--- config.mk ---
export PLATFORM = sky130hd
export DESIGN_NAME = eth_ip_port_filter_capture_top
export DESIGN_NICKNAME = d
export VERILOG_FILES = /design/src/design/epf_pkg.sv /design/src/design/epf_parser.sv /design/src/design/epf_queue.sv /design/src/design/epf_emitter.sv /design/src/design/eth_ip_port_filter_capture_top.sv
export VERILOG_INCLUDE_DIRS = /design/src /design/src/design
export SDC_FILE = /design/constraint.sdc
export NUM_CORES = 2
export LEC_CHECK = 0
export ABC_CLOCK_PERIOD_IN_PS = 24000
export BUFFER_PORTS_ARGS = -buffer_cell sky130_fd_sc_hd__buf_4
export CAP_MARGIN = 25
export CORE_MARGIN = 3
export CORE_UTILIZATION = 53
export CTS_BUF_LIST = sky130_fd_sc_hd__clkbuf_16
export DETAILED_ROUTE_END_ITERATION = 8
export HOLD_SLACK_MARGIN = 0.15
export PLACE_DENSITY = 0.7
export SLEW_MARGIN = 10
export SYNTH_ARGS = -nofsm -noshare
export SYNTH_HDL_FRONTEND = slang
export SYNTH_SLANG_ARGS = --single-unit
--- constraint.sdc ---
create_clock -name aclk -period 24 [get_ports aclk]
set_input_delay 0 -clock aclk [delete_from_list [all_inputs] [get_ports aclk]]
set_output_delay 0 -clock aclk [all_outputs]
set_load 0.05 [all_outputs]
--- src/design/eth_ip_port_filter_capture_top_assert.svh ---
// assertion macros for the port filter top level
`ifndef ETH_IP_PORT_FILTER_CAPTURE_TOP_ASSERT_SVH
`define ETH_IP_PORT_FILTER_CAPTURE_TOP_ASSERT_SVH
// implication checked on every clock edge outside reset
`define EPF_ASSERT_IMP(label, ante, cons) \
    label: assert property (@(posedge aclk) disable iff (!aresetn) (ante) |-> (cons)) \
        else $error("assertion failed");
// next-cycle implication
`define EPF_ASSERT_NXT(label, ante, cons) \
    label: assert property (@(posedge aclk) disable iff (!aresetn) (ante) |=> (cons)) \
        else $error("assertion failed");
`endif

--- src/design/epf_pkg.sv ---
// shared types and constants of the port filter
`timescale 1ns / 1ps
`default_nettype none
package epf_pkg;
    localparam int MAX_CAPTURE = 1458;
    localparam int QDEPTH = 4;
    localparam int QAW = 2;

    typedef struct packed {
        logic         kind;
        logic [7:0]   pbyte;
        logic [63:0]  sah;
        logic [63:0]  sal;
        logic [63:0]  dah;
        logic [63:0]  dal;
        logic [15:0]  sport;
        logic [15:0]  dport;
        logic [7:0]   proto;
        logic [4:0]   flags;
        logic [10:0]  clen;
        logic         last;
    } rec_t;

    // front-to-back job: optional payload byte and optional summary
    typedef struct packed {
        logic         has_pay;
        logic         has_sum;
        logic [7:0]   pbyte;
        logic [63:0]  sah;
        logic [63:0]  sal;
        logic [63:0]  dah;
        logic [63:0]  dal;
        logic [15:0]  sport;
        logic [15:0]  dport;
        logic [7:0]   proto;
        logic [4:0]   flags;
        logic [10:0]  clen;
    } job_t;

    function automatic logic port_watched(input logic [15:0] p);
        return p == 16'd80 || p == 16'd443 || p == 16'd53 || p == 16'd445 ||
               p == 16'd389 || p == 16'd21 || p == 16'd23 || p == 16'd25 ||
               p == 16'd110 || p == 16'd143 || p == 16'd587;
    endfunction
endpackage
`default_nettype wire

--- src/design/epf_parser.sv ---
// front part: frame parser and filter, emits jobs
`timescale 1ns / 1ps
`default_nettype none
module epf_parser (
    input  wire logic           aclk,
    input  wire logic           aresetn,
    input  wire logic           in_valid,
    input  wire logic [7:0]     in_byte,
    input  wire logic           in_end,
    input  wire logic [10:0]    lim,
    output epf_pkg::job_t       job,
    output logic                job_valid
);
    typedef enum logic [2:0] {
        PH_ETH, PH_IPV4, PH_IPV6, PH_TRANSPORT, PH_PAYLOAD, PH_IGNORE
    } phase_t;

    phase_t       phase_reg, phase_next;
    logic [10:0]  pos_reg, pos_next;
    logic [15:0]  ek_reg, ek_next;
    logic [5:0]   ihb_reg, ihb_next;
    logic [15:0]  itl_reg, itl_next;
    logic [63:0]  sa0_reg, sa0_next, sa1_reg, sa1_next;
    logic [63:0]  da0_reg, da0_next, da1_reg, da1_next;
    logic [15:0]  p0_reg, p0_next, p1_reg, p1_next;
    logic [7:0]   pr_reg, pr_next;
    logic [4:0]   fl_reg, fl_next;
    logic [5:0]   thb_reg, thb_next;
    logic [10:0]  pc_reg, pc_next;
    logic         kept_reg, kept_next;
    logic [10:0]  r, t;
    logic         tcp;
    logic [5:0]   minlen;
    logic         pay;

    always_comb begin
        phase_next = phase_reg; ek_next = ek_reg; ihb_next = ihb_reg;
        itl_next = itl_reg; sa0_next = sa0_reg; sa1_next = sa1_reg;
        da0_next = da0_reg; da1_next = da1_reg; p0_next = p0_reg; p1_next = p1_reg;
        pr_next = pr_reg; fl_next = fl_reg; thb_next = thb_reg; pc_next = pc_reg;
        kept_next = kept_reg;
        pos_next = (pos_reg < 11'd2047) ? pos_reg + 11'd1 : pos_reg;
        r = pos_reg - 11'd14;
        t = pos_reg - 11'd14 - {5'd0, ihb_reg};
        tcp = pr_reg == 8'd6;
        minlen = tcp ? 6'd20 : 6'd8;
        pay = 1'b0;
        case (phase_reg)
            PH_ETH: begin
                if (pos_reg == 11'd12) ek_next = {in_byte, 8'd0};
                else if (pos_reg == 11'd13) begin
                    ek_next = {ek_reg[15:8], in_byte};
                    if ({ek_reg[15:8], in_byte} == 16'h0800) phase_next = PH_IPV4;
                    else if ({ek_reg[15:8], in_byte} == 16'h86DD) begin
                        ihb_next = 6'd40;
                        phase_next = PH_IPV6;
                    end else phase_next = PH_IGNORE;
                end
            end
            PH_IPV4: begin
                if (r == 11'd0) ihb_next = {in_byte[3:0], 2'b00};
                else if (r == 11'd2) itl_next = {in_byte, 8'd0};
                else if (r == 11'd3) itl_next = {itl_reg[15:8], in_byte};
                else if (r == 11'd9) pr_next = in_byte;
                else if (r >= 11'd12 && r <= 11'd15)
                    sa1_next = {32'd0, sa1_reg[23:0], in_byte};
                else if (r >= 11'd16 && r <= 11'd19)
                    da1_next = {32'd0, da1_reg[23:0], in_byte};
                if (r == 11'd19 && (ihb_reg < 6'd20 || itl_reg < {10'd0, ihb_reg}))
                    phase_next = PH_IGNORE;
                else if (r >= 11'd19 && r + 11'd1 == {5'd0, ihb_reg}) begin
                    if (pr_reg != 8'd6 && pr_reg != 8'd17) phase_next = PH_IGNORE;
                    else begin
                        thb_next = (pr_reg == 8'd17) ? 6'd8 : 6'd0;
                        phase_next = PH_TRANSPORT;
                    end
                end
            end
            PH_IPV6: begin
                if (r == 11'd6) pr_next = in_byte;
                else if (r >= 11'd8 && r <= 11'd23) begin
                    sa0_next = {sa0_reg[55:0], sa1_reg[63:56]};
                    sa1_next = {sa1_reg[55:0], in_byte};
                end else if (r >= 11'd24 && r <= 11'd39) begin
                    da0_next = {da0_reg[55:0], da1_reg[63:56]};
                    da1_next = {da1_reg[55:0], in_byte};
                end
                if (r == 11'd39) begin
                    if (pr_reg != 8'd6 && pr_reg != 8'd17) phase_next = PH_IGNORE;
                    else begin
                        thb_next = (pr_reg == 8'd17) ? 6'd8 : 6'd0;
                        phase_next = PH_TRANSPORT;
                    end
                end
            end
            PH_TRANSPORT: begin
                if (t == 11'd0) p0_next = {in_byte, 8'd0};
                else if (t == 11'd1) p0_next = {p0_reg[15:8], in_byte};
                else if (t == 11'd2) p1_next = {in_byte, 8'd0};
                else if (t == 11'd3) p1_next = {p1_reg[15:8], in_byte};
                else if (tcp && t == 11'd12) thb_next = {in_byte[7:4], 2'b00};
                else if (tcp && t == 11'd13) fl_next = in_byte[4:0];
                if (t + 11'd1 == {5'd0, minlen}) begin
                    if (!epf_pkg::port_watched(p0_reg) && !epf_pkg::port_watched(p1_reg))
                        phase_next = PH_IGNORE;
                    else if (thb_reg < minlen) phase_next = PH_IGNORE;
                    else kept_next = 1'b1;
                end
                if (phase_next == PH_TRANSPORT && kept_next &&
                    t + 11'd1 == {5'd0, thb_next})
                    phase_next = PH_PAYLOAD;
            end
            PH_PAYLOAD: begin
                if (pc_reg < lim) begin
                    pay = 1'b1;
                    pc_next = pc_reg + 11'd1;
                end
            end
            default: ;
        endcase
        job.has_pay = pay;
        job.has_sum = in_end && kept_next;
        job.pbyte = in_byte;
        job.sah = sa0_reg; job.sal = sa1_reg; job.dah = da0_reg; job.dal = da1_reg;
        job.sport = p0_reg; job.dport = p1_reg; job.proto = pr_reg;
        job.flags = fl_reg; job.clen = pc_next;
        job_valid = in_valid && (pay || (in_end && kept_next));
    end

    always_ff @(posedge aclk) begin
        if (!aresetn || (in_valid && in_end)) begin
            phase_reg <= PH_ETH; pos_reg <= '0; ek_reg <= '0; ihb_reg <= '0;
            itl_reg <= '0; sa0_reg <= '0; sa1_reg <= '0; da0_reg <= '0; da1_reg <= '0;
            p0_reg <= '0; p1_reg <= '0; pr_reg <= '0; fl_reg <= '0; thb_reg <= '0;
            pc_reg <= '0; kept_reg <= 1'b0;
        end else if (in_valid) begin
            phase_reg <= phase_next; pos_reg <= pos_next; ek_reg <= ek_next;
            ihb_reg <= ihb_next; itl_reg <= itl_next; sa0_reg <= sa0_next;
            sa1_reg <= sa1_next; da0_reg <= da0_next; da1_reg <= da1_next;
            p0_reg <= p0_next; p1_reg <= p1_next; pr_reg <= pr_next; fl_reg <= fl_next;
            thb_reg <= thb_next; pc_reg <= pc_next; kept_reg <= kept_next;
        end
    end
endmodule
`default_nettype wire

--- src/design/epf_queue.sv ---
// job queue between parser and emitter
`timescale 1ns / 1ps
`default_nettype none
module epf_queue (
    input  wire logic           aclk,
    input  wire logic           aresetn,
    input  wire logic           wr_en,
    input  wire epf_pkg::job_t  wr_job,
    output logic                full,
    output logic                nearly_full,
    input  wire logic           rd_en,
    output epf_pkg::job_t       rd_job,
    output logic                empty
);
    epf_pkg::job_t mem [epf_pkg::QDEPTH];
    logic [epf_pkg::QAW-1:0] wp_reg, rp_reg;
    logic [epf_pkg::QAW:0]   cnt_reg;

    assign full = cnt_reg == (epf_pkg::QAW+1)'(epf_pkg::QDEPTH);
    assign nearly_full = cnt_reg >= (epf_pkg::QAW+1)'(epf_pkg::QDEPTH - 1);
    assign empty = cnt_reg == '0;
    assign rd_job = mem[rp_reg];

    always_ff @(posedge aclk) begin
        if (wr_en) mem[wp_reg] <= wr_job;
    end

    always_ff @(posedge aclk) begin
        if (!aresetn) begin
            wp_reg <= '0; rp_reg <= '0; cnt_reg <= '0;
        end else begin
            if (wr_en) wp_reg <= wp_reg + 1'b1;
            if (rd_en) rp_reg <= rp_reg + 1'b1;
            cnt_reg <= cnt_reg + (epf_pkg::QAW+1)'(wr_en) - (epf_pkg::QAW+1)'(rd_en);
        end
    end
endmodule
`default_nettype wire

--- src/design/epf_emitter.sv ---
// back part: turns jobs into output words
`timescale 1ns / 1ps
`default_nettype none
module epf_emitter (
    input  wire logic           aclk,
    input  wire logic           aresetn,
    input  wire epf_pkg::job_t  job,
    input  wire logic           job_avail,
    output logic                job_pop,
    output epf_pkg::rec_t       rec,
    output logic                rec_valid,
    input  wire logic           rec_ready
);
    logic          sub_reg;
    epf_pkg::rec_t rec_reg;
    logic          v_reg;
    logic          load;
    logic          two;
    epf_pkg::rec_t nxt;

    assign two = job.has_pay && job.has_sum;
    assign load = job_avail && (!v_reg || rec_ready);
    assign job_pop = load && (!two || sub_reg);
    assign rec = rec_reg;
    assign rec_valid = v_reg;

    always_comb begin
        nxt = '0;
        if (job.has_pay && !sub_reg) begin
            nxt.pbyte = job.pbyte;
            nxt.last = !job.has_sum;
        end else begin
            nxt.kind = 1'b1;
            nxt.sah = job.sah; nxt.sal = job.sal; nxt.dah = job.dah; nxt.dal = job.dal;
            nxt.sport = job.sport; nxt.dport = job.dport; nxt.proto = job.proto;
            nxt.flags = job.flags; nxt.clen = job.clen; nxt.last = 1'b1;
        end
    end

    always_ff @(posedge aclk) begin
        if (!aresetn) begin
            v_reg <= 1'b0; sub_reg <= 1'b0;
        end else begin
            if (load) begin
                v_reg <= 1'b1;
                sub_reg <= two && !sub_reg;
            end else if (rec_ready) v_reg <= 1'b0;
        end
    end

    always_ff @(posedge aclk) begin
        if (load) rec_reg <= nxt;
    end
endmodule
`default_nettype wire

--- src/design/eth_ip_port_filter_capture_top.sv ---
// top level of the ethernet ip port filter with payload capture
`timescale 1ns / 1ps
`default_nettype none
// Takes one frame byte per cycle on the s_ stream and gives captured payload
// bytes and one summary word per kept frame on the m_ stream. A byte is taken
// every cycle while the four-entry job queue has room; the emitter drains one
// output word per cycle while m_tready is high, so the final payload byte and
// its summary are two output words, registered in the queue and the emitter.
`include "eth_ip_port_filter_capture_top_assert.svh"
module eth_ip_port_filter_capture_top (
    input  wire logic           aclk,
    input  wire logic           aresetn,
    input  wire logic           cfg_valid,
    output logic                cfg_ready,
    input  wire logic [10:0]    cfg_data,
    input  wire logic           s_tvalid,
    output logic                s_tready,
    input  wire logic [7:0]     s_tdata,   // frame_byte
    input  wire logic           s_tlast,   // frame_end
    output logic                m_tvalid,
    input  wire logic           m_tready,
    // payload_byte, source_addr_high, source_addr_low, dest_addr_high,
    // dest_addr_low, source_port, dest_port, transport_protocol,
    // tcp_flag_bits, captured_length
    output logic [319:0]        m_tdata,
    output logic                m_tuser,   // record_kind
    output logic                m_tlast    // last_of_run
);
    logic [10:0]   lim_reg;
    logic [10:0]   lim;
    epf_pkg::job_t pjob, qjob;
    epf_pkg::rec_t rec;
    logic          jv, full, nfull, empty, pop;

    assign cfg_ready = 1'b1;
    always_ff @(posedge aclk) begin
        if (!aresetn) lim_reg <= 11'd1458;
        else if (cfg_valid) lim_reg <= cfg_data;
    end
    assign lim = (lim_reg > 11'(epf_pkg::MAX_CAPTURE)) ? 11'(epf_pkg::MAX_CAPTURE) : lim_reg;

    assign s_tready = !full;

    epf_parser u_parser (
        .aclk(aclk), .aresetn(aresetn), .in_valid(s_tvalid && s_tready),
        .in_byte(s_tdata), .in_end(s_tlast), .lim(lim), .job(pjob), .job_valid(jv)
    );

    epf_queue u_queue (
        .aclk(aclk), .aresetn(aresetn), .wr_en(jv), .wr_job(pjob), .full(full),
        .nearly_full(nfull), .rd_en(pop), .rd_job(qjob), .empty(empty)
    );

    epf_emitter u_emit (
        .aclk(aclk), .aresetn(aresetn), .job(qjob), .job_avail(!empty),
        .job_pop(pop), .rec(rec), .rec_valid(m_tvalid), .rec_ready(m_tready)
    );

    assign m_tuser = rec.kind;
    assign m_tlast = rec.last;
    assign m_tdata = {rec.clen, rec.flags, rec.proto, rec.dport, rec.sport,
                      rec.dal, rec.dah, rec.sal, rec.sah, rec.pbyte};

    `EPF_ASSERT_IMP(a_no_overflow, full, !jv)
    `EPF_ASSERT_IMP(a_pay_zero_meta, m_tvalid && !m_tuser, m_tdata[319:8] == '0)
    `EPF_ASSERT_NXT(a_sum_last, m_tvalid && m_tuser && !m_tready, m_tvalid && m_tlast)
    `EPF_ASSERT_IMP(a_nfull, full, nfull)
endmodule
`default_nettype wire

==> flow_metrics.py <==
metrics = {
    "floorplan": {
        "initial_core_util_pct": 53.4,
        "die_h_microns": 381,
        "fp-row-count": 137,
        "dieArea_sq_um": 145000,
        "core-area_sq_um": 140000,
        "pin_count": 350,
        "die_w_microns": 381,
    },
    "sta": {
        "relSlewSlack_pct": 13.8,
        "fin_crit_sh_pct": 34.4,
        "drv_slew": 0,
        "clock_skew_ns": 0.0520,
        "setup-violations-final": 0,
        "hold_viol_final": 0,
        "min_period_ns": 8.26,
        "rsz0062_at_grt": "no",
        "fmax_mhz": 121,
        "tightest_slew_ns": 1.29,
        "final.setup.tns_ns": 0,
    },
    "critical_path": {
        "arrival_ns": 8.69,
        "cp_top_family": "buffers and inverters",
        "cp_cell_sequence": "ha_1, a21oi_1, xnor2_1, inv_1, ha_1, o21a_1, a21boi_0, nor2_1, or4_1, a311oi_4, a211oi_1, nor4_2, a31o_1, and2_4, buf_4, buf_4, buf_4",
        "r2r_end": "u_queue.mem[3][211]",
        "path_buf_inv": 4,
        "regToRegSetupSlack_ns": 15.74,
        "rr_worst_depth": 17,
        "cp_data_required_time_ns": 24.42,
        "setup.worst_path.class": "flop to flop",
        "cp-end-kind": "flop",
        "cpMostUsedCell": "buf_4",
        "cp_slowest_cell": "buf_4",
        "path_max_fanout": 62,
        "worst_r2r_startpoint": "u_parser.pos_reg[1]",
        "start_kind": "flop",
        "critical_path.max_stage_delay_ns": 0.89,
    },
    "power_and_ir_drop": {
        "total_leakage_power_nw": 30.0,
        "peakVddDrop_mv": 0.121,
        "pwr_density_cell_nw_per_um2": 118,
    },
    "route": {
        "drtPass1Iterations": 6,
        "wl_per_cell_microns": 23.7,
        "vias": 39662,
        "drc": 0,
        "first_iter_violations": 3710,
        "final_antenna_net_count": 1,
        "viasPerCell": 5.72,
        "wl_microns": 164000,
    },
    "synthesis": {
        "ys_ff_latch": 1991,
        "ys_async_sr_fraction_pct": 0,
        "synth_edf_count": 1610,
        "synth.distinct_cells": 89,
        "synth_warnings": 0,
        "avgSynthCellArea_sq_um": 16.8,
        "synth_nets": 4512,
        "yosysSeqAreaShare_pct": 75.0,
        "netlist_instances": 4451,
        "ys.flop_type": "edfxtp_1",
        "syn-cell-area_sq_um": 74700,
    },
    "layout": {
        "multiInputGateArea_sq_um": 17700,
        "seq_area_sq_um": 56000,
        "layoutNonFillerInstCount": 6931,
        "drive_gt1_share_pct": 20.7,
        "area_delta_synth_final_pct": 15.6,
        "largest_reg_flops": 1288,
        "nNetsFinal": 4936,
        "fillers": 10036,
        "finish.instance_area_sq_um": 86300,
    },
    "global_routing": {
        "overflow": 0,
        "first_global_vias": 39114,
        "use_met1_pct": 32.6,
        "top_usage_layer": "met2",
        "grt_max_degree": 150,
        "antenna_found_initial": 5,
        "grt_use_total_pct": 22.5,
        "grt.met2_usage_pct": 34.7,
        "grt_util_met3_pct": 4.89,
        "grt_pass1_wl_microns": 248000,
    },
    "cts": {
        "clock-root-buffer": "clkbuf_16",
        "post-cts-setup-buffers": 0,
        "cts_buffers": 192,
        "ctsLongestPathBuffers": 3,
        "cts_sinks": 1991,
        "cts_tree": "built",
        "clk_pin_slew_ns": 0.06,
        "htree_levels": 4,
        "worstSkewPairLatency_ns": 0.85,
    },
    "place": {
        "globalplace.congestion": 0.835,
        "dp_cells": 6480,
        "portBuffers": 348,
        "dp_hpwl_microns": 94700,
        "post_dp_cell_area_sq_um": 79200,
    },
    "worst_hold_path": {
        "hold_depth": 6,
        "hp-class": "primary input to flop",
        "worstHoldStart": "s_tvalid",
        "holdPathEnd": "u_parser.pc_reg[0]",
    },
    "outcome": {
        "violations": "antenna rules",
        "status": "complete, but fails checks",
    },
    "job": {
        "max-cap-violations": 0,
    },
}
area by class of cell:
class	count	share of cell area [%]
clock buffers	193	5.60
flip-flops and latches	1991	64.9
multi-input cells	2187	20.6
clock inverters	172	1.66
diodes	9	0.0261
inverters	26	0.122
repair buffers	477	4.46
well taps	1876	2.72
routing by layer:
metal / vias up / share of wire (%)
met5: - / 0.0073
met4: 2 / 2.5
met3: 230 / 7.4
met2: 1372 / 47
met1: 20283 / 43
li1: 17775 / -
synthesized netlist by cell type (all sizes together), types with 16 or more instances:
cell       n  area [sq um]
nand2    537          2020
ha        34           425
a22oi     16           120
and2     342          2140
nor3      23           131
nor2     101           379
xor2      25           219
mux4     321          7230
nand3    118           591
o21ai     45           229
nor4      19           138
clkbuf   226           848
dfxtp    381          7630
edfxtp  1610         48300
inv       26          97.6
xnor2     36           315
mux2i     39           390
a21oi    319          1600
buf       21          95.1
layout by cell type (no fill, tap or decap), types with 9 or more instances in the layout:
cell,count
o21ai_0,42
nor3b_1,9
nand2b_1,11
edfxtp_1,1610
nor2_1,100
dlygate4sd3_1,75
inv_1,71
bufinv_16,16
buf_4,395
ha_1,34
clkbuf_16,193
clkinv_1,51
and3_1,14
dfxtp_1,379
a22oi_1,16
xor2_1,25
diode_2,9
or3_1,14
nor4_1,15
nand2_1,536
and2_1,337
clkinv_2,35
mux2i_1,39
a21oi_1,318
mux4_2,321
nand4_1,10
nor3_1,21
nor2b_1,12
xnor2_1,36
nand3_1,117
tightest hold or removal path: cells and delay by family:
kind	cells	cell delay, ns
AO/OA/AOI/OAI	1	0.07
XOR/XNOR	1	0.13
buffers and inverters	2	0.69
AND/OR/NAND/NOR	2	0.11
metrics by stage:
stage | hold WS, ns | total power, mW | setup WS, ns | util [%]
floorplan | 0.0989 | 6.57 | 5.73 | -
global placement | 0.236 | 7.36 | 15.76 | 56.7
detailed placement | 0.233 | 7.37 | 15.67 | 56.7
CTS | 0.158 | 10.3 | 15.66 | 61.7
global route | 0.188 | 10.6 | 15.13 | 61.8
finish | 0.209 | 10.2 | 15.74 | 61.8
repair_timing:
item	in CTS	in global routing
gates resized for setup	0	0
hold buffers	75	0
hold endpoints to repair	291	0
power by group:
part / switching, mW / internal (mW) / leakage, nW
Clock: 1.29 / 1.65 / 3.23
Sequential: 0.140 / 4.19 / 19.7
Combinational: 1.95 / 0.993 / 7.13
Total: 3.39 / 6.83 / 30.0
worst max path at each step:
stage	slack [ns]	to	from	depth (start not counted)
5_1_grt	15.13	u_queue.mem[3][211]	u_parser.pos_reg[1]	16
4_1_cts	15.66	u_queue.mem[3][211]	u_parser.pos_reg[1]	17
3_5_place_dp	15.67	u_queue.mem[3][219]	u_parser.pos_reg[1]	17
2_1_floorplan	5.73	u_queue.cnt_reg[2]	u_queue.cnt_reg[2]	10
6_report	15.74	u_queue.mem[3][211]	u_parser.pos_reg[1]	17
3_3_place_gp	15.76	u_queue.mem[3][211]	u_parser.pos_reg[1]	17
cell families after synthesis:
kind of cell	count (synthesis)	share of synthesized area, %
DFF	1991	75.0
and+or+nand+nor	1256	8.37
AOI/OAI and AO/OA	469	3.66
muxes	363	10.3
buffers and inverters	273	1.39
xor gates and xnor gates	61	0.716
adders and majority gates	37	0.637
other	1	0.00502
Note: power is estimated with default switching activity, not from simulation.
